### src/hw/rtl/kte_pkg.sv
// Package for the two-kernel 3x3 Kirsch edge block.
// Holds widths, reset values, register codes and the transfer structs.
// No dependencies; every other file in hw/rtl refers to it by scoped names.
package kte_pkg;

  localparam int MaxLine  = 1024;
  localparam int IdxW     = $clog2(MaxLine);
  localparam int LenW     = 11;
  localparam int RcntW    = 16;
  localparam int RowW     = RcntW + 1;
  localparam int PixW     = 8;
  localparam int AddrW    = 3;
  localparam int DataW    = 32;
  localparam int SumW     = 14;

  localparam logic [LenW-1:0]  LineLenReset = LenW'(640);
  localparam logic [RcntW-1:0] RowCntReset  = RcntW'(480);
  localparam logic [LenW-1:0]  LenMin       = LenW'(3);
  localparam logic [LenW-1:0]  LenMax       = LenW'(MaxLine);
  localparam logic [RcntW-1:0] RowMin       = RcntW'(3);
  localparam logic [SumW-1:0]  EdgeMax      = SumW'(255);

  localparam logic OpPixel = 1'b0;
  localparam logic OpFlush = 1'b1;

  typedef enum logic {
    RegLineLength = 1'b0,
    RegRowCount   = 1'b1
  } reg_idx_e;

  typedef struct packed {
    logic            opcode;
    logic [PixW-1:0] pixel_in;
  } in_item_t;

  typedef struct packed {
    logic [PixW-1:0] edge_out;
    logic            frame_last;
  } out_item_t;

  typedef struct packed {
    logic [LenW-1:0]  line_length;
    logic [RcntW-1:0] row_count;
  } cfg_t;

  typedef struct packed {
    logic            emit;
    logic            last;
    logic [2:0]      row_ok;
    logic [2:0]      col_ok;
    logic [IdxW-1:0] idx;
  } pos_info_t;

endpackage

### src/hw/rtl/kte_regs.sv
// Configuration registers of the edge block behind an APB-style port.
// Holds line length and row count; uses kte_pkg.
module kte_regs (
  input  logic                      clk_i,
  input  logic                      rst_ni,
  input  logic                      psel,
  input  logic                      penable,
  input  logic                      pwrite,
  input  logic [kte_pkg::AddrW-1:0] paddr,
  input  logic [kte_pkg::DataW-1:0] pwdata,
  output logic [kte_pkg::DataW-1:0] prdata,
  output logic                      pready,
  output kte_pkg::cfg_t             cfg_o
);

  logic [kte_pkg::LenW-1:0]  line_length_q;
  logic [kte_pkg::RcntW-1:0] row_count_q;
  logic                      wr_en;
  kte_pkg::reg_idx_e         sel;

  assign pready = 1'b1;
  assign wr_en  = psel && penable && pwrite;
  assign sel    = kte_pkg::reg_idx_e'(paddr[2]);

  always_ff @(posedge clk_i or negedge rst_ni) begin
    if (!rst_ni) begin
      line_length_q <= kte_pkg::LineLenReset;
      row_count_q   <= kte_pkg::RowCntReset;
    end else if (wr_en) begin
      case (sel)
        kte_pkg::RegLineLength: line_length_q <= pwdata[kte_pkg::LenW-1:0];
        kte_pkg::RegRowCount:   row_count_q   <= pwdata[kte_pkg::RcntW-1:0];
        default: ;
      endcase
    end
  end

  always_comb begin
    case (sel)
      kte_pkg::RegLineLength: prdata = kte_pkg::DataW'(line_length_q);
      kte_pkg::RegRowCount:   prdata = kte_pkg::DataW'(row_count_q);
      default:                prdata = '0;
    endcase
  end

  assign cfg_o.line_length = line_length_q;
  assign cfg_o.row_count   = row_count_q;

endmodule

### config.mk
export PLATFORM = sky130hd
export DESIGN_NAME = kte_regs
export DESIGN_NICKNAME = d
export VERILOG_FILES = /design/src/hw/rtl/kte_pkg.sv /design/src/hw/rtl/kte_regs.sv
export SDC_FILE = /design/constraint.sdc
export NUM_CORES = 1
export LEC_CHECK = 0
export ABC_CLOCK_PERIOD_IN_PS = 1000
export BUFFER_PORTS_ARGS = -buffer_cell sky130_fd_sc_hd__buf_2
export CAP_MARGIN = 20
export CORE_ASPECT_RATIO = 2
export CORE_MARGIN = 4
export CORE_UTILIZATION = 40
export CTS_CLUSTER_DIAMETER = 120
export DETAILED_ROUTE_END_ITERATION = 10
export GPL_ROUTABILITY_DRIVEN = 0
export PLACE_DENSITY = 0.79
export SETUP_SLACK_MARGIN = 0.15
export SLEW_MARGIN = 20
export SYNTH_ARGS = -nofsm -noshare
export SYNTH_HDL_FRONTEND = slang
export SYNTH_SLANG_ARGS = --single-unit
### constraint.sdc
create_clock -name clk_i -period 1 [get_ports clk_i]
set_input_delay 0.05 -clock clk_i [delete_from_list [all_inputs] [get_ports clk_i]]
set_output_delay 0.05 -clock clk_i [all_outputs]
set_load 0.005 [all_outputs]
==> results.cfg <==
[route]
drc = 0
vias_per_cell = 4.773
drtIter0Drc = 13
drtPass1Iterations = 3
wirelength_mm = 3.978
dr_total_vias = 1074
antenna_left = 0
detail_route.wl_per_cell_um = 17.68

[grt]
grt_pass1_vias = 1205
grt_pass1_wl_mm = 6.051
grt_antenna_before_repair = 0
grt_use_total = 0.1695
grt_overflow = 0
grt_max_degree = 28

[sta]
relSlewSlack = 0.6035
setup-violations-final = 23
min_period_ps = 1144
finalClockSkew_ps = 0
max_freq_mhz = 874.5
fin_crit_sh = 1.144
report.final.slew_viol_count = 0
hold_violations = 0
rsz0062_at_grt = true
fin_tns_setup_ps = -2103
fin_ws_ps = -143.5
worst_pin_slew_ps = 594.8

[clock_network]
cts_buffers = 3
htreeDepth = 1
cts-root-buf = clkbuf_8
clkTransAtPathRegs_ps = 90
cts_tree = done
cts_max_path_buffers = 2
clock_latency_ps = 270
clock_sinks = 27

[floorplan]
die_w_um = 49.87
num_rows = 30
die_h_um = 91.74
coreArea_um2 = 3378
initial_core_util = 0.4152
ios = 100
die_area_um2 = 4575

[power]
powerDensity_nw_per_um2 = 1837
total_leakage_power_nw = 1.284
ir_drop_mv = 1.480
total_power_mw = 4.368

[synthesis]
yosysUniqueCellTypes = 11
yosys.area.top_type = dfrtp_1
synthTopCellsByArea = dfrtp_1 37%, mux2_2 22%, mux2_4 12%, dfstp_2 11%, buf_4 9.1%
syn_area_per_cell_um2 = 14.76
synth-seq-cells = 27
syn_inst = 95
synth_top_area_frac = 0.3747
yosys_warnings = 0
synth-seq-area-share = 0.4871
synthesis.area_um2 = 1403

[run_status]
status = complete, but fails checks
violations = setup timing

[critical_path]
worstPathCellList = mux2_4, buf_6
cp_top_family = flip-flops
cp_num_buf_inv = 1
regToRegSetupSlack_ps = 0
slowest_stage = dfrtp_1
criticalPathCategory = flip-flop to output port
path_max_fanout = 2
max_stage_delay_ps = 410
endpoint_kind = output port
critPathArrivalTime_ps = 1090
required_ps = 950
critPathLaunchType = flip-flop

[min_path]
hold_path_class = input pin to flip-flop

[placed_design]
placed_cells = 189
dp_hpwl_mm = 2.280
portBuffers = 64

[run]
max-cap-violations = 0

[cells_and_area]
final_common_cell = buf_6
final_core_util = 0.7037
fin_nets = 234
antennaDiodeCount = 0
drive_gt1_frac = 0.7772
final-instance-count-excl-fill = 225
area_growth_pct = 69.49
final_cell_mix = 60 x buf_6, 32 x mux2_4, 32 x buf_2
layer usage:
layer | vias up | share of wire | wire length, um | track usage
li1 | 486 | - | - | -
met1 | 517 | 0.37 | 1464 | 0.1977
met2 | 62 | 0.54 | 2149 | 0.3086
met3 | 9 | 0.072 | 287 | 0.03252
met4 | 0 | 0.019 | 76 | 0.04157
met5 | - | 0 | 0 | 0
path summary, 6_finish.rpt:
path | endpoint | cells past startpoint | start
max | prdata[10] | 2 | line_length_q[10]
min | row_count_q[14] | 2 | pwdata[14]
max reg2reg | row_count_q[9] | 3 | row_count_q[9]
min reg2reg | row_count_q[12] | 1 | row_count_q[12]
max in group asynchronous | row_count_q[12] | 2 | rst_ni
min in group asynchronous | row_count_q[4] | 2 | rst_ni
sequential cells by signal, indices dropped and copies added, names as in the netlist:
| register | cells |
|---|---|
| line_length_q | 11 |
| row_count_q | 16 |
cell families (layout without fill, tap and decap cells):
group                  Yosys count  after routing  synth area share
and+or+nand+nor                  7              7           0.05441
muxes                           38             38            0.3345
DFF                             27             27            0.4871
buffers and inverters           21            104            0.1186
other                            2             17          0.005354
report_power, final:
part,internal (mW),switching (mW)
clock,0.286,0.344
sequential,1.37,0.191
combinational,1.54,0.635
total,3.20,1.17
cell usage after synthesis:
master,count
mux2_2,27
dfrtp_1,21
buf_4,17
mux2_4,11
dfstp_2,6
and2_1,5
buf_6,3
conb_1,2
buf_2,1
nand4_4,1
nand4b_4,1
worst register-to-register path, cell delays in order, from the launching register on:
cell and delay (ps):
dfrtp_1 410, buf_6 130, buf_6 110, mux2_4 250
cell type report:
| cell class | count | area, um2 |
|---|---|---|
| Sequential cell | 27 | 683.2 |
| Tap cell | 32 | 40.04 |
| Timing Repair Buffer | 100 | 913.4 |
| Clock buffer | 4 | 45.04 |
| Fill cell | 216 | 1001 |
| Multi-Input combinational cell | 62 | 695.7 |
per-stage QoR:
stage               area, um2  hold slack [ps]  setup WS [ps]
floorplan                1468           -245.6          113.2
global placement         1695            68.58          16.20
detailed placement       1695            91.66          9.812
CTS                      2198            2.103         -132.8
global route             2377            4.194         -176.8
finish                   2377            6.052         -143.5
timing repair:
action / CTS / global route
hold endpoints to repair: 22 / 0
buffers inserted: 21 / 9
hold buffers: 2 / 0
setup endpoints to repair: 42 / 62
gates resized for setup: 58 / 26
pin swaps: 5 / 0
Note: power is estimated with default switching activity, not from simulation.
