===== src/hw/rtl/kte_pkg.sv =====
// Package for the two-kernel 3x3 Kirsch edge block.
// Holds widths, reset values, register codes and the transfer structs.
// No dependencies; every other file in hw/rtl refers to it by scoped names.
package kte_pkg;

  localparam int MaxLine  = 1024;
  localparam int IdxW     = $clog2(MaxLine);
  localparam int LenW     = 11;
  localparam int RcntW    = 16;
  localparam int RowW     = RcntW + 1;
  localparam int PixW     = 8;
  localparam int AddrW    = 3;
  localparam int DataW    = 32;
  localparam int SumW     = 14;

  localparam logic [LenW-1:0]  LineLenReset = LenW'(640);
  localparam logic [RcntW-1:0] RowCntReset  = RcntW'(480);
  localparam logic [LenW-1:0]  LenMin       = LenW'(3);
  localparam logic [LenW-1:0]  LenMax       = LenW'(MaxLine);
  localparam logic [RcntW-1:0] RowMin       = RcntW'(3);
  localparam logic [SumW-1:0]  EdgeMax      = SumW'(255);

  localparam logic OpPixel = 1'b0;
  localparam logic OpFlush = 1'b1;

  typedef enum logic {
    RegLineLength = 1'b0,
    RegRowCount   = 1'b1
  } reg_idx_e;

  typedef struct packed {
    logic            opcode;
    logic [PixW-1:0] pixel_in;
  } in_item_t;

  typedef struct packed {
    logic [PixW-1:0] edge_out;
    logic            frame_last;
  } out_item_t;

  typedef struct packed {
    logic [LenW-1:0]  line_length;
    logic [RcntW-1:0] row_count;
  } cfg_t;

  typedef struct packed {
    logic            emit;
    logic            last;
    logic [2:0]      row_ok;
    logic [2:0]      col_ok;
    logic [IdxW-1:0] idx;
  } pos_info_t;

endpackage


===== src/hw/rtl/kte_pos.sv =====
// Frame position tracking for the edge block: column and row of the next item.
// Works out emission, frame end, border masks and line store index; uses kte_pkg.
module kte_pos (
  input  logic                 clk_i,
  input  logic                 rst_ni,
  input  kte_pkg::cfg_t        cfg_i,
  input  logic                 step_i,
  output kte_pkg::pos_info_t   info_o
);

  localparam int LenW = kte_pkg::LenW;
  localparam int RowW = kte_pkg::RowW;
  localparam int IdxW = kte_pkg::IdxW;

  logic [IdxW-1:0]  col_q, col_d;
  logic [RowW-1:0]  row_q, row_d;
  logic [LenW-1:0]  w_eff;
  logic [kte_pkg::RcntW-1:0] h_eff;
  logic [LenW-1:0]  col_ext, col_inc, oj;
  logic [RowW-1:0]  oi;
  logic             emit, last;
  logic [2:0]       row_ok, col_ok;

  always_comb begin
    if (cfg_i.line_length < kte_pkg::LenMin) begin
      w_eff = kte_pkg::LenMin;
    end else if (cfg_i.line_length > kte_pkg::LenMax) begin
      w_eff = kte_pkg::LenMax;
    end else begin
      w_eff = cfg_i.line_length;
    end
    h_eff = (cfg_i.row_count < kte_pkg::RowMin) ? kte_pkg::RowMin : cfg_i.row_count;

    col_ext = LenW'(col_q);
    col_inc = col_ext + LenW'(1);
    emit    = (row_q > RowW'(2)) || ((row_q == RowW'(2)) && (col_ext >= LenW'(2)));

    if (col_ext >= LenW'(2)) begin
      oi = row_q - RowW'(2);
      oj = col_ext - LenW'(2);
    end else begin
      oi = row_q - RowW'(3);
      oj = col_ext + w_eff - LenW'(2);
    end

    for (int r = 0; r < 3; r++) begin
      row_ok[r] = ((RowW+1)'(oi) + (RowW+1)'(r)) < (RowW+1)'(h_eff);
      col_ok[r] = ((LenW+1)'(oj) + (LenW+1)'(r)) < (LenW+1)'(w_eff);
    end

    last = emit && (oi == RowW'(h_eff) - RowW'(1)) && (oj == w_eff - LenW'(1));

    if (last) begin
      col_d = '0;
      row_d = '0;
    end else if (col_inc >= w_eff) begin
      col_d = '0;
      row_d = row_q + RowW'(1);
    end else begin
      col_d = col_inc[IdxW-1:0];
      row_d = row_q;
    end
  end

  always_ff @(posedge clk_i or negedge rst_ni) begin
    if (!rst_ni) begin
      col_q <= '0;
      row_q <= '0;
    end else if (step_i) begin
      col_q <= col_d;
      row_q <= row_d;
    end
  end

  assign info_o.emit   = emit;
  assign info_o.last   = last;
  assign info_o.row_ok = row_ok;
  assign info_o.col_ok = col_ok;
  assign info_o.idx    = col_q;

endmodule


===== config.mk =====
export PLATFORM = sky130hd
export DESIGN_NAME = kte_pos
export DESIGN_NICKNAME = d
export VERILOG_FILES = /design/src/hw/rtl/kte_pkg.sv /design/src/hw/rtl/kte_pos.sv
export SDC_FILE = /design/constraint.sdc
export NUM_CORES = 1
export LEC_CHECK = 0
export BUFFER_PORTS_ARGS = -buffer_cell sky130_fd_sc_hd__buf_2
export CORE_ASPECT_RATIO = 0.8
export CORE_MARGIN = 1
export CORE_UTILIZATION = 50
export DETAILED_ROUTE_END_ITERATION = 8
export HOLD_SLACK_MARGIN = 0.06
export PLACE_DENSITY = 0.68
export REMOVE_ABC_BUFFERS = 1
export SYNTH_ARGS = -nofsm -noshare
export SYNTH_HDL_FRONTEND = slang
export SYNTH_SLANG_ARGS = --single-unit

===== constraint.sdc =====
create_clock -name clk_i -period 7.8 [get_ports clk_i]
set_input_delay 0.78 -clock clk_i [delete_from_list [all_inputs] [get_ports clk_i]]
set_output_delay 0.78 -clock clk_i [all_outputs]
set_load 0.02 [all_outputs]

==> results.md <==
- DRT iter0 DRCs: roughly 560
- Slowest cell on the critical path: nor4_1
- Critical path class: reg2out
- CTS H-tree lvls: 1
- Resized cells post-CTS: 0
- Avg Vias per Cell: 5.95
- Critical path, cell by cell: nor4_1, a41oi_1, a21oi_1, ha_1, nand3_1, nor4_2, and3_1, xor2_1, ha_1, nor2b_1, o21ai_0, nand2b_1, a2111oi_2, buf_2
- Detail Route Antenna Nets: 0
- Total CTS buffers: 3
- WL final: ~19000 um
- Hold Vio Cnt, Final: 0
- Post-CTS setup buffer count: 0
- Ant. Diodes: 0
- NumNets Final: 1114
- Peak supply drop: about 0.00018 V
- Detailed Routing Iterations Pass 1: 5
- Setup TNS: 0 ns
- Grt met2 use: 0.382
- Synth cell types: 71
- HPWL after DPL: ~16000 um
- Max-cap violations: 0
- Worst path bufs/invs: 1
- Setup-failing EPs final: 0
- Cell Rows: 38
- Number of global-route vias before repair: just over 6000
- CP Capture Type: output pin
- Critical path data required time: around 7 ns
- Total Routing Usage GR: 0.268
- Synthesized netlist cell count: a little over 900
- Initial Util: 0.515
- Status: finished, final reports clean
- Hold Path Class: in2async
- Clock sinks: 27
- Leak: roughly 3.4 nW
- CTS Hold Buffers Added: 0
- Detailed-route via count: roughly 6800
- Chip height: 108 um
- GR Layer Usage met3: 0.0240
- Mapped Area: 7010 um^2
- Largest net degree at the start of global routing: 41
- Worst Tran Pin Value: between 0.9 and 1 ns
- Clock Latency Late Sink: 0.27 ns
- Share of layout cells above drive strength 1: 0.0898
- CP startpoint kind: flip-flop
- Aggregate global routing overflow: 0
- Total power: about 0.0019 W
- RSZ-0062 raised after global routing: no
- Max Clock Skew: about 0.007 ns
- Slowest cell delay on critical path: between 0.8 and 0.9 ns
- Number of flops mapped to enable cells by yosys: 0
- Main synth FF type: dfrtp_1
- Met1 Usage GRT: 0.426
- Leading cell type in the layout, fill and taps excluded: ha_1
- GRT Max-Usage Layer: met1
- Slew HR: 0.356
- Final Max Slew Viols: 0
- Max clock buf depth: 2
- Die X: between 100 and 150 um
- Area growth from synthesis to layout: 6.89%
- Fill cells: between 1000 and 1500
- Most frequent cells in the layout: ha_1 (124), xnor2_1 (79), inv_1 (76), nand2_1 (66), nor2_1 (66)
- Initial antenna violation count: 0
- Fin crit share: 0.847
- IO Pins: 48
- DRC: 0
- CTS Root Cell: clkbuf_16
- Crit path max-delay family: simple AND/OR/NAND/NOR gates
- Pwr Density: 254 nW/um^2
- Worst Path Max Fanout: 12
- Asr flop ratio synth: 1.00
- Die area: ~14000 um^2
- Gp weighted congestion: ~0.94
- Most used cell, CP: ha_1
- Sequential element share of the synthesized area: 0.0964
- CTS tree: done
- Synthesized area per cell: 7.57 um^2
- Routed len/inst: about 17 um
- Seq cells post-synth: 27
- I/O Buffers: 47
- First-pass GRT wire length: 31300 um
- Min Tclk post-route: roughly 6.6 ns
- Worst EP arrival: roughly 5.8 ns
- CTS clk-pin slew, worst paths: roughly 0.070 ns
- Ys Warns: 0
- Max Freq: about 0.15 GHz
- Core ar.: between 10000 and 15000 um^2
[cell type report]
type                    instances  area, um^2  share of cell area
clock inverters                 1        8.76             0.00117
clock buffers                   3        75.1              0.0100
inverters                      77         289              0.0386
repair buffers                 57         310              0.0414
well taps                     180         225              0.0301
flip-flops and latches         27         676              0.0902
multi-input cells             793        5910               0.789
[cells in the mapped netlist (10+ instances only)]
| master | number | share of area |
|---|---|---|
| xor2_1 | 15 | 0.019 |
| nand2_1 | 66 | 0.035 |
| nor2b_1 | 20 | 0.018 |
| and3_1 | 16 | 0.014 |
| a21o_1 | 12 | 0.013 |
| dfrtp_1 | 27 | 0.096 |
| o21a_1 | 22 | 0.024 |
| xnor2_1 | 79 | 0.099 |
| nor2_1 | 66 | 0.035 |
| clkbuf_1 | 18 | 0.0096 |
| nor3_1 | 29 | 0.021 |
| ha_1 | 124 | 0.22 |
| nand3_1 | 45 | 0.032 |
| nand2b_1 | 15 | 0.013 |
| nor4_1 | 15 | 0.013 |
| a211oi_1 | 11 | 0.012 |
| o21ai_0 | 54 | 0.039 |
| inv_1 | 76 | 0.041 |
| or3_1 | 10 | 0.0089 |
| a21oi_1 | 41 | 0.029 |
| and2_1 | 17 | 0.015 |
[registers in the layout, indices dropped and copies added, names as in the netlist]
name   count
col_q     10
row_q     17
[path summary, 6_finish.rpt]
path | startpoint | end | slack (ns) | cells after the start
setup reg to reg | col_q[2] | row_q[5] | 2.79 | 16
hold / removal | rst_ni | row_q[15] | 0.52 | 1
setup / recovery | col_q[5] | info_o[14] | 1.19 | 14
min in group clk_i | row_q[0] | row_q[0] | 0.57 | 1
hold reg to reg | row_q[0] | row_q[0] | 0.57 | 1
max in group asynchronous | rst_ni | col_q[9] | 6.87 | 1
[cells by family after synthesis]
group | after synthesis | share of synthesized area
compound gates | 207 | 0.198
simple gates | 351 | 0.275
buf+inv | 106 | 0.0607
fa+ha+maj | 125 | 0.224
flops | 27 | 0.0964
mux | 13 | 0.0195
xor+xnor | 97 | 0.126
[where the power goes]
| part | total, W | switching (W) | internal, W |
|---|---|---|---|
| Clock | 0.000123 | 0.0000524 | 0.0000711 |
| Sequential | 0.000224 | 0.0000606 | 0.000164 |
| Combinational | 0.00156 | 0.000902 | 0.000656 |
| Total | 0.00191 | 0.00102 | 0.000890 |
[routing by layer]
| layer | vias to the layer above | wire (um) |
|---|---|---|
| met3 | 22 | 1160 |
| met1 | 3130 | 10300 |
| met2 | 205 | 7450 |
| li1 | 3414 | - |
| met5 | - | 0 |
| met4 | 0 | 306 |
[stage by stage]
| stage | std cells | utilization | setup WS (ns) | cell area [um^2] | hold slack (ns) |
|---|---|---|---|---|---|
| floorplan | 897 | - | 1.28 | 6870 | 0.484 |
| global placement | 1134 | 0.545 | 1.52 | 7410 | 0.552 |
| detailed placement | 1134 | 0.545 | 1.38 | 7410 | 0.561 |
| CTS | 1138 | 0.551 | 1.26 | 7490 | 0.544 |
| global route | 1138 | 0.551 | 0.720 | 7490 | 0.581 |
| finish | 1138 | 0.551 | 1.19 | 7490 | 0.522 |
No activity file was read; power rests on OpenSTA's default activity.
