`src/hw/rtl/kte_pkg.sv`:
```
// Package for the two-kernel 3x3 Kirsch edge block.
// Holds widths, reset values, register codes and the transfer structs.
// No dependencies; every other file in hw/rtl refers to it by scoped names.
package kte_pkg;

  localparam int MaxLine  = 1024;
  localparam int IdxW     = $clog2(MaxLine);
  localparam int LenW     = 11;
  localparam int RcntW    = 16;
  localparam int RowW     = RcntW + 1;
  localparam int PixW     = 8;
  localparam int AddrW    = 3;
  localparam int DataW    = 32;
  localparam int SumW     = 14;

  localparam logic [LenW-1:0]  LineLenReset = LenW'(640);
  localparam logic [RcntW-1:0] RowCntReset  = RcntW'(480);
  localparam logic [LenW-1:0]  LenMin       = LenW'(3);
  localparam logic [LenW-1:0]  LenMax       = LenW'(MaxLine);
  localparam logic [RcntW-1:0] RowMin       = RcntW'(3);
  localparam logic [SumW-1:0]  EdgeMax      = SumW'(255);

  localparam logic OpPixel = 1'b0;
  localparam logic OpFlush = 1'b1;

  typedef enum logic {
    RegLineLength = 1'b0,
    RegRowCount   = 1'b1
  } reg_idx_e;

  typedef struct packed {
    logic            opcode;
    logic [PixW-1:0] pixel_in;
  } in_item_t;

  typedef struct packed {
    logic [PixW-1:0] edge_out;
    logic            frame_last;
  } out_item_t;

  typedef struct packed {
    logic [LenW-1:0]  line_length;
    logic [RcntW-1:0] row_count;
  } cfg_t;

  typedef struct packed {
    logic            emit;
    logic            last;
    logic [2:0]      row_ok;
    logic [2:0]      col_ok;
    logic [IdxW-1:0] idx;
  } pos_info_t;

endpackage

```
`src/hw/rtl/kte_window.sv`:
```
// 3x3 window registers and the north plus west Kirsch kernel sum.
// Taps outside the image are masked to zero; uses kte_pkg.
module kte_window (
  input  logic                      clk_i,
  input  logic                      rst_ni,
  input  logic                      shift_i,
  input  logic [kte_pkg::PixW-1:0]  top_i,
  input  logic [kte_pkg::PixW-1:0]  mid_i,
  input  logic [kte_pkg::PixW-1:0]  bot_i,
  input  logic [2:0]                row_ok_i,
  input  logic [2:0]                col_ok_i,
  output logic [kte_pkg::PixW-1:0]  edge_o
);

  localparam int SumW = kte_pkg::SumW;

  logic [2:0][2:0][kte_pkg::PixW-1:0] win_q, win_d, tap;
  logic [SumW-1:0] n_pos, n_neg, w_pos, w_neg, n_abs, w_abs, total;

  always_comb begin
    for (int r = 0; r < 3; r++) begin
      win_d[r][0] = win_q[r][1];
      win_d[r][1] = win_q[r][2];
    end
    win_d[0][2] = top_i;
    win_d[1][2] = mid_i;
    win_d[2][2] = bot_i;

    for (int r = 0; r < 3; r++) begin
      for (int c = 0; c < 3; c++) begin
        tap[r][c] = (row_ok_i[r] && col_ok_i[c]) ? win_d[r][c] : '0;
      end
    end

    n_pos = SumW'(tap[0][0]) + SumW'(tap[0][1]) + SumW'(tap[0][2]);
    n_neg = SumW'(tap[1][0]) + SumW'(tap[1][2]) + SumW'(tap[2][0])
          + SumW'(tap[2][1]) + SumW'(tap[2][2]);
    w_pos = SumW'(tap[0][0]) + SumW'(tap[1][0]) + SumW'(tap[2][0]);
    w_neg = SumW'(tap[0][1]) + SumW'(tap[0][2]) + SumW'(tap[1][2])
          + SumW'(tap[2][1]) + SumW'(tap[2][2]);

    n_pos = (n_pos << 2) + n_pos;
    w_pos = (w_pos << 2) + w_pos;
    n_neg = (n_neg << 1) + n_neg;
    w_neg = (w_neg << 1) + w_neg;

    n_abs = (n_pos >= n_neg) ? (n_pos - n_neg) : (n_neg - n_pos);
    w_abs = (w_pos >= w_neg) ? (w_pos - w_neg) : (w_neg - w_pos);
    total = n_abs + w_abs;
    edge_o = (total > kte_pkg::EdgeMax) ? kte_pkg::EdgeMax[kte_pkg::PixW-1:0]
                                        : total[kte_pkg::PixW-1:0];
  end

  always_ff @(posedge clk_i or negedge rst_ni) begin
    if (!rst_ni) begin
      win_q <= '0;
    end else if (shift_i) begin
      win_q <= win_d;
    end
  end

endmodule

```
`config.mk`:
```
export PLATFORM = sky130hd
export DESIGN_NAME = kte_window
export DESIGN_NICKNAME = d
export VERILOG_FILES = /design/src/hw/rtl/kte_pkg.sv /design/src/hw/rtl/kte_window.sv
export SDC_FILE = /design/constraint.sdc
export NUM_CORES = 1
export LEC_CHECK = 0
export ABC_AREA = 1
export BUFFER_PORTS_ARGS = -buffer_cell sky130_fd_sc_hd__buf_2
export CELL_PAD_IN_SITES_DETAIL_PLACEMENT = 0
export CELL_PAD_IN_SITES_GLOBAL_PLACEMENT = 1
export CORE_MARGIN = 5
export CORE_UTILIZATION = 41
export DETAILED_ROUTE_END_ITERATION = 8
export HOLD_SLACK_MARGIN = 0.08
export PLACE_DENSITY = 0.81
export SLEW_MARGIN = 40
export SYNTH_ARGS = -nofsm -noshare
export SYNTH_HDL_FRONTEND = slang
export SYNTH_SLANG_ARGS = --single-unit
```
`constraint.sdc`:
```
create_clock -name clk_i -period 9.6 [get_ports clk_i]
set_input_delay 0 -clock clk_i [delete_from_list [all_inputs] [get_ports clk_i]]
set_output_delay 0 -clock clk_i [all_outputs]
set_load 0.02 [all_outputs]
```
==> flow_results.xml <==
<?xml version="1.0" encoding="UTF-8"?>
<metrics>
  <group name="sta">
    <metric name="setup_total_negative_slack" unit="ns">0</metric>
    <metric name="final_critical_path_setup_slack" unit="ns">0.9075</metric>
    <metric name="drv_slew" unit="">0</metric>
    <metric name="finalCritPeriodShare" unit="%">90.55</metric>
    <metric name="max_slew.worst_pin.slew" unit="ns">0.6007</metric>
    <metric name="max_slew_margin_vs_limit" unit="%">59.45</metric>
    <metric name="final_period_minus_worst_setup_slack" unit="ns">8.692</metric>
    <metric name="finalClockSkew" unit="ns">0.004519</metric>
    <metric name="clock.fmax" unit="MHz">115.0</metric>
    <metric name="rsz0062_at_grt" unit="">false</metric>
    <metric name="final-hold-violation-count" unit="">0</metric>
    <metric name="finalSetupViolations" unit="">0</metric>
  </group>
  <group name="floorplan">
    <metric name="floorplan.io_pins" unit="">41</metric>
    <metric name="coreArea" unit="sq mm">0.02511</metric>
    <metric name="design.die.area" unit="sq mm">0.02877</metric>
    <metric name="height_of_the_die" unit="um">169.6</metric>
    <metric name="start_util" unit="%">41.60</metric>
    <metric name="floorplan.rows" unit="">58</metric>
    <metric name="die_x" unit="um">169.6</metric>
  </group>
  <group name="grt">
    <metric name="grt_use_total" unit="%">18.97</metric>
    <metric name="grt_first_pass_wirelength" unit="um">45530</metric>
    <metric name="first_global_vias" unit="">9421</metric>
    <metric name="grt_antenna_before_repair" unit="">0</metric>
    <metric name="grt_start_max_net_pins" unit="">96</metric>
    <metric name="globalRoute.totalOverflow" unit="">0</metric>
  </group>
  <group name="final_layout">
    <metric name="largest_register_ff_count" unit="">48</metric>
    <metric name="fin_cells" unit="">1963</metric>
    <metric name="finalNetCount" unit="">1873</metric>
    <metric name="post-route-util" unit="%">45.43</metric>
    <metric name="layout.cells.most_common" unit="">nand2_1</metric>
    <metric name="filler_cell_count" unit="">2681</metric>
    <metric name="final_layout_size_suffix_gt1_share" unit="%">6.369</metric>
    <metric name="register_area" unit="sq mm">0.001201</metric>
    <metric name="area_growth_syn_to_layout" unit="%">9.212</metric>
    <metric name="multiInputGateArea" unit="sq mm">0.007809</metric>
    <metric name="most-common-layout-cells" unit="">nand2_1, inv_1, ha_1</metric>
    <metric name="diodes_inserted" unit="">0</metric>
  </group>
  <group name="place">
    <metric name="place_worst_setup_slack" unit="ns">1.189</metric>
    <metric name="place.detailed.hpwl" unit="um">23480</metric>
    <metric name="numPortBuffers" unit="">40</metric>
    <metric name="gp_congestion" unit="">0.9303</metric>
    <metric name="dpl.cell_count" unit="">1930</metric>
  </group>
  <group name="clock_network">
    <metric name="numCtsBuffers" unit="">5</metric>
    <metric name="clk_root_buffer_cell" unit="">clkbuf_16</metric>
    <metric name="clock_insertion_delay_worst_skew" unit="ns">0.30</metric>
    <metric name="cts-root-to-sink-buffers" unit="">2</metric>
    <metric name="clkTransAtPathRegs" unit="ns">0.06</metric>
    <metric name="tritoncts" unit="">done</metric>
    <metric name="postCtsSetupRepairBufs" unit="">0</metric>
    <metric name="post_cts_resize_count" unit="">0</metric>
    <metric name="number_of_clock_sinks" unit="">48</metric>
    <metric name="htree_num_levels" unit="">2</metric>
    <metric name="cts.hold.buffers_added" unit="">25</metric>
  </group>
  <group name="yosys">
    <metric name="post_synth.cell_area_avg" unit="sq um">6.632</metric>
    <metric name="yosys.cell_types.count" unit="">46</metric>
    <metric name="ys_seq_elements" unit="">48</metric>
    <metric name="synth_top_cell_area_share" unit="%">16.65</metric>
    <metric name="post_synth_instance_area" unit="sq mm">0.01045</metric>
    <metric name="synth_nets" unit="">1816</metric>
    <metric name="yosys-top-cells-area" unit="">ha_1, nand2_1, fa_1, inv_1, dfrtp_1</metric>
    <metric name="synth.largest_area_cell" unit="">ha_1</metric>
    <metric name="synth_sequential_area_ratio" unit="%">11.50</metric>
    <metric name="synthesis.yosys.warnings" unit="">0</metric>
    <metric name="netlist_instances" unit="">1575</metric>
  </group>
  <group name="critical_path">
    <metric name="worst_setup_path_end_kind" unit="">output pin</metric>
    <metric name="timing.critical_path.fanout_max" unit="">13</metric>
    <metric name="critPathSlowestCell" unit="">fa_1</metric>
    <metric name="startpoint_type" unit="">register</metric>
    <metric name="required_time_of_the_worst_setup_path" unit="ns">9.60</metric>
    <metric name="crit_path_max_incr_delay" unit="ns">0.48</metric>
    <metric name="timing.critical_path.mode_cell" unit="">nand2_1</metric>
    <metric name="crit_type" unit="">register to output pin</metric>
    <metric name="cp_data_arrival_time" unit="ns">8.69</metric>
  </group>
  <group name="detailed_routing">
    <metric name="routedLengthMet1" unit="um">12870</metric>
    <metric name="dr_wl_met3" unit="um">511</metric>
    <metric name="drc" unit="">0</metric>
    <metric name="route.antenna.remaining_nets" unit="">0</metric>
    <metric name="detailedRoute.firstPassIterationCount" unit="">5</metric>
    <metric name="vias" unit="">9374</metric>
    <metric name="drt_iter0_drc" unit="">433</metric>
    <metric name="avgRoutedWirePerCell" unit="um">13.55</metric>
    <metric name="met2_length" unit="um">12820</metric>
    <metric name="highest_metal_layer_with_signal_wires" unit="">met4</metric>
    <metric name="route.detailed.vias_per_inst" unit="">4.775</metric>
    <metric name="detail_route.wirelength" unit="um">26600</metric>
  </group>
  <group name="min_path">
    <metric name="hold_path_class" unit="">primary input to register</metric>
  </group>
  <group name="status">
    <metric name="outcome" unit="">finished clean</metric>
  </group>
  <group name="job">
    <metric name="max_cap_viol_count" unit="">0</metric>
  </group>
</metrics>
[final timing paths]
path	start	endpoint	slack, ns	cells past startpoint
worst max register to register	win_d[57]	win_d[57]	8.81	1
worst min-delay path	shift_i	win_d[62]	0.31	4
max in group asynchronous	rst_ni	win_d[11]	8.84	3
min in group asynchronous	rst_ni	win_d[32]	0.35	3
worst min register to register	win_d[60]	win_d[52]	0.48	2
worst max-delay path	win_d[9]	edge_o[5]	0.91	49
[per-layer routing]
layer / GRT usage, % / vias up
li1: - / 4966
met1: 25.70 / 4257
met2: 33.99 / 126
met3: 0.9317 / 25
met4: 3.255 / 0
met5: 0 / -
[worst max-delay path: cells and delay by family, from the launching register on]
kind            cells  cell delay [ns]
fa+ha+maj           8             2.98
simple gates       24             2.85
buf+inv             9             0.98
xor+xnor            4             0.75
compound gates      4             0.47
flops               1             0.36
[cells by family after synthesis]
| group | Yosys count | share of synthesized area, % |
|---|---|---|
| AO/OA/AOI/OAI | 217 | 11.75 |
| XOR/XNOR | 82 | 6.876 |
| adder cells (fa/ha/maj) | 208 | 29.88 |
| buffers and inverters | 377 | 13.74 |
| flip-flops | 48 | 11.50 |
| multiplexers | 4 | 0.3953 |
| AND/OR/NAND/NOR | 639 | 25.86 |
[synth_stat cells (all sizes together)]
master and n:
a211oi 1, a21o 12, a21oi 103, a221oi 1, a311oi 2, a31o 2
a31oi 8, and2 1, buf 7, clkbuf 10, dfrtp 48, fa 69
ha 139, inv 360, mux2 1, mux2i 3, nand2 414, nand2b 1
nand3 72, nand3b 1, nand4 16, nor2 122, nor3 5, o2111ai 3
o211ai 5, o21a 1, o21ai 67, o21bai 10, o311ai 1, o31ai 1
or2 7, xnor2 20, xor2 62
[area by class of cell]
type | instances | area share (%)
multi-input combinational | 1150 | 68.45
inverter | 360 | 11.85
sequential | 48 | 10.53
timing repair buffer | 67 | 4.113
tap | 330 | 3.620
clock buffer | 6 | 1.130
clock inverter | 2 | 0.3071
[metrics by stage]
| stage | area [sq um] | hold slack (ns) |
|---|---|---|
| 2_1_floorplan | 10450 | -0.2956 |
| 3_3_place_gp | 10990 | 0.1353 |
| 3_5_place_dp | 10990 | 0.1355 |
| 4_1_cts | 11400 | 0.3544 |
| 5_1_grt | 11410 | 0.3688 |
| 6_report | 11410 | 0.3056 |
Power is not shown: default switching activity piles up to over one toggle a cycle in this logic, so the estimate is an artifact.
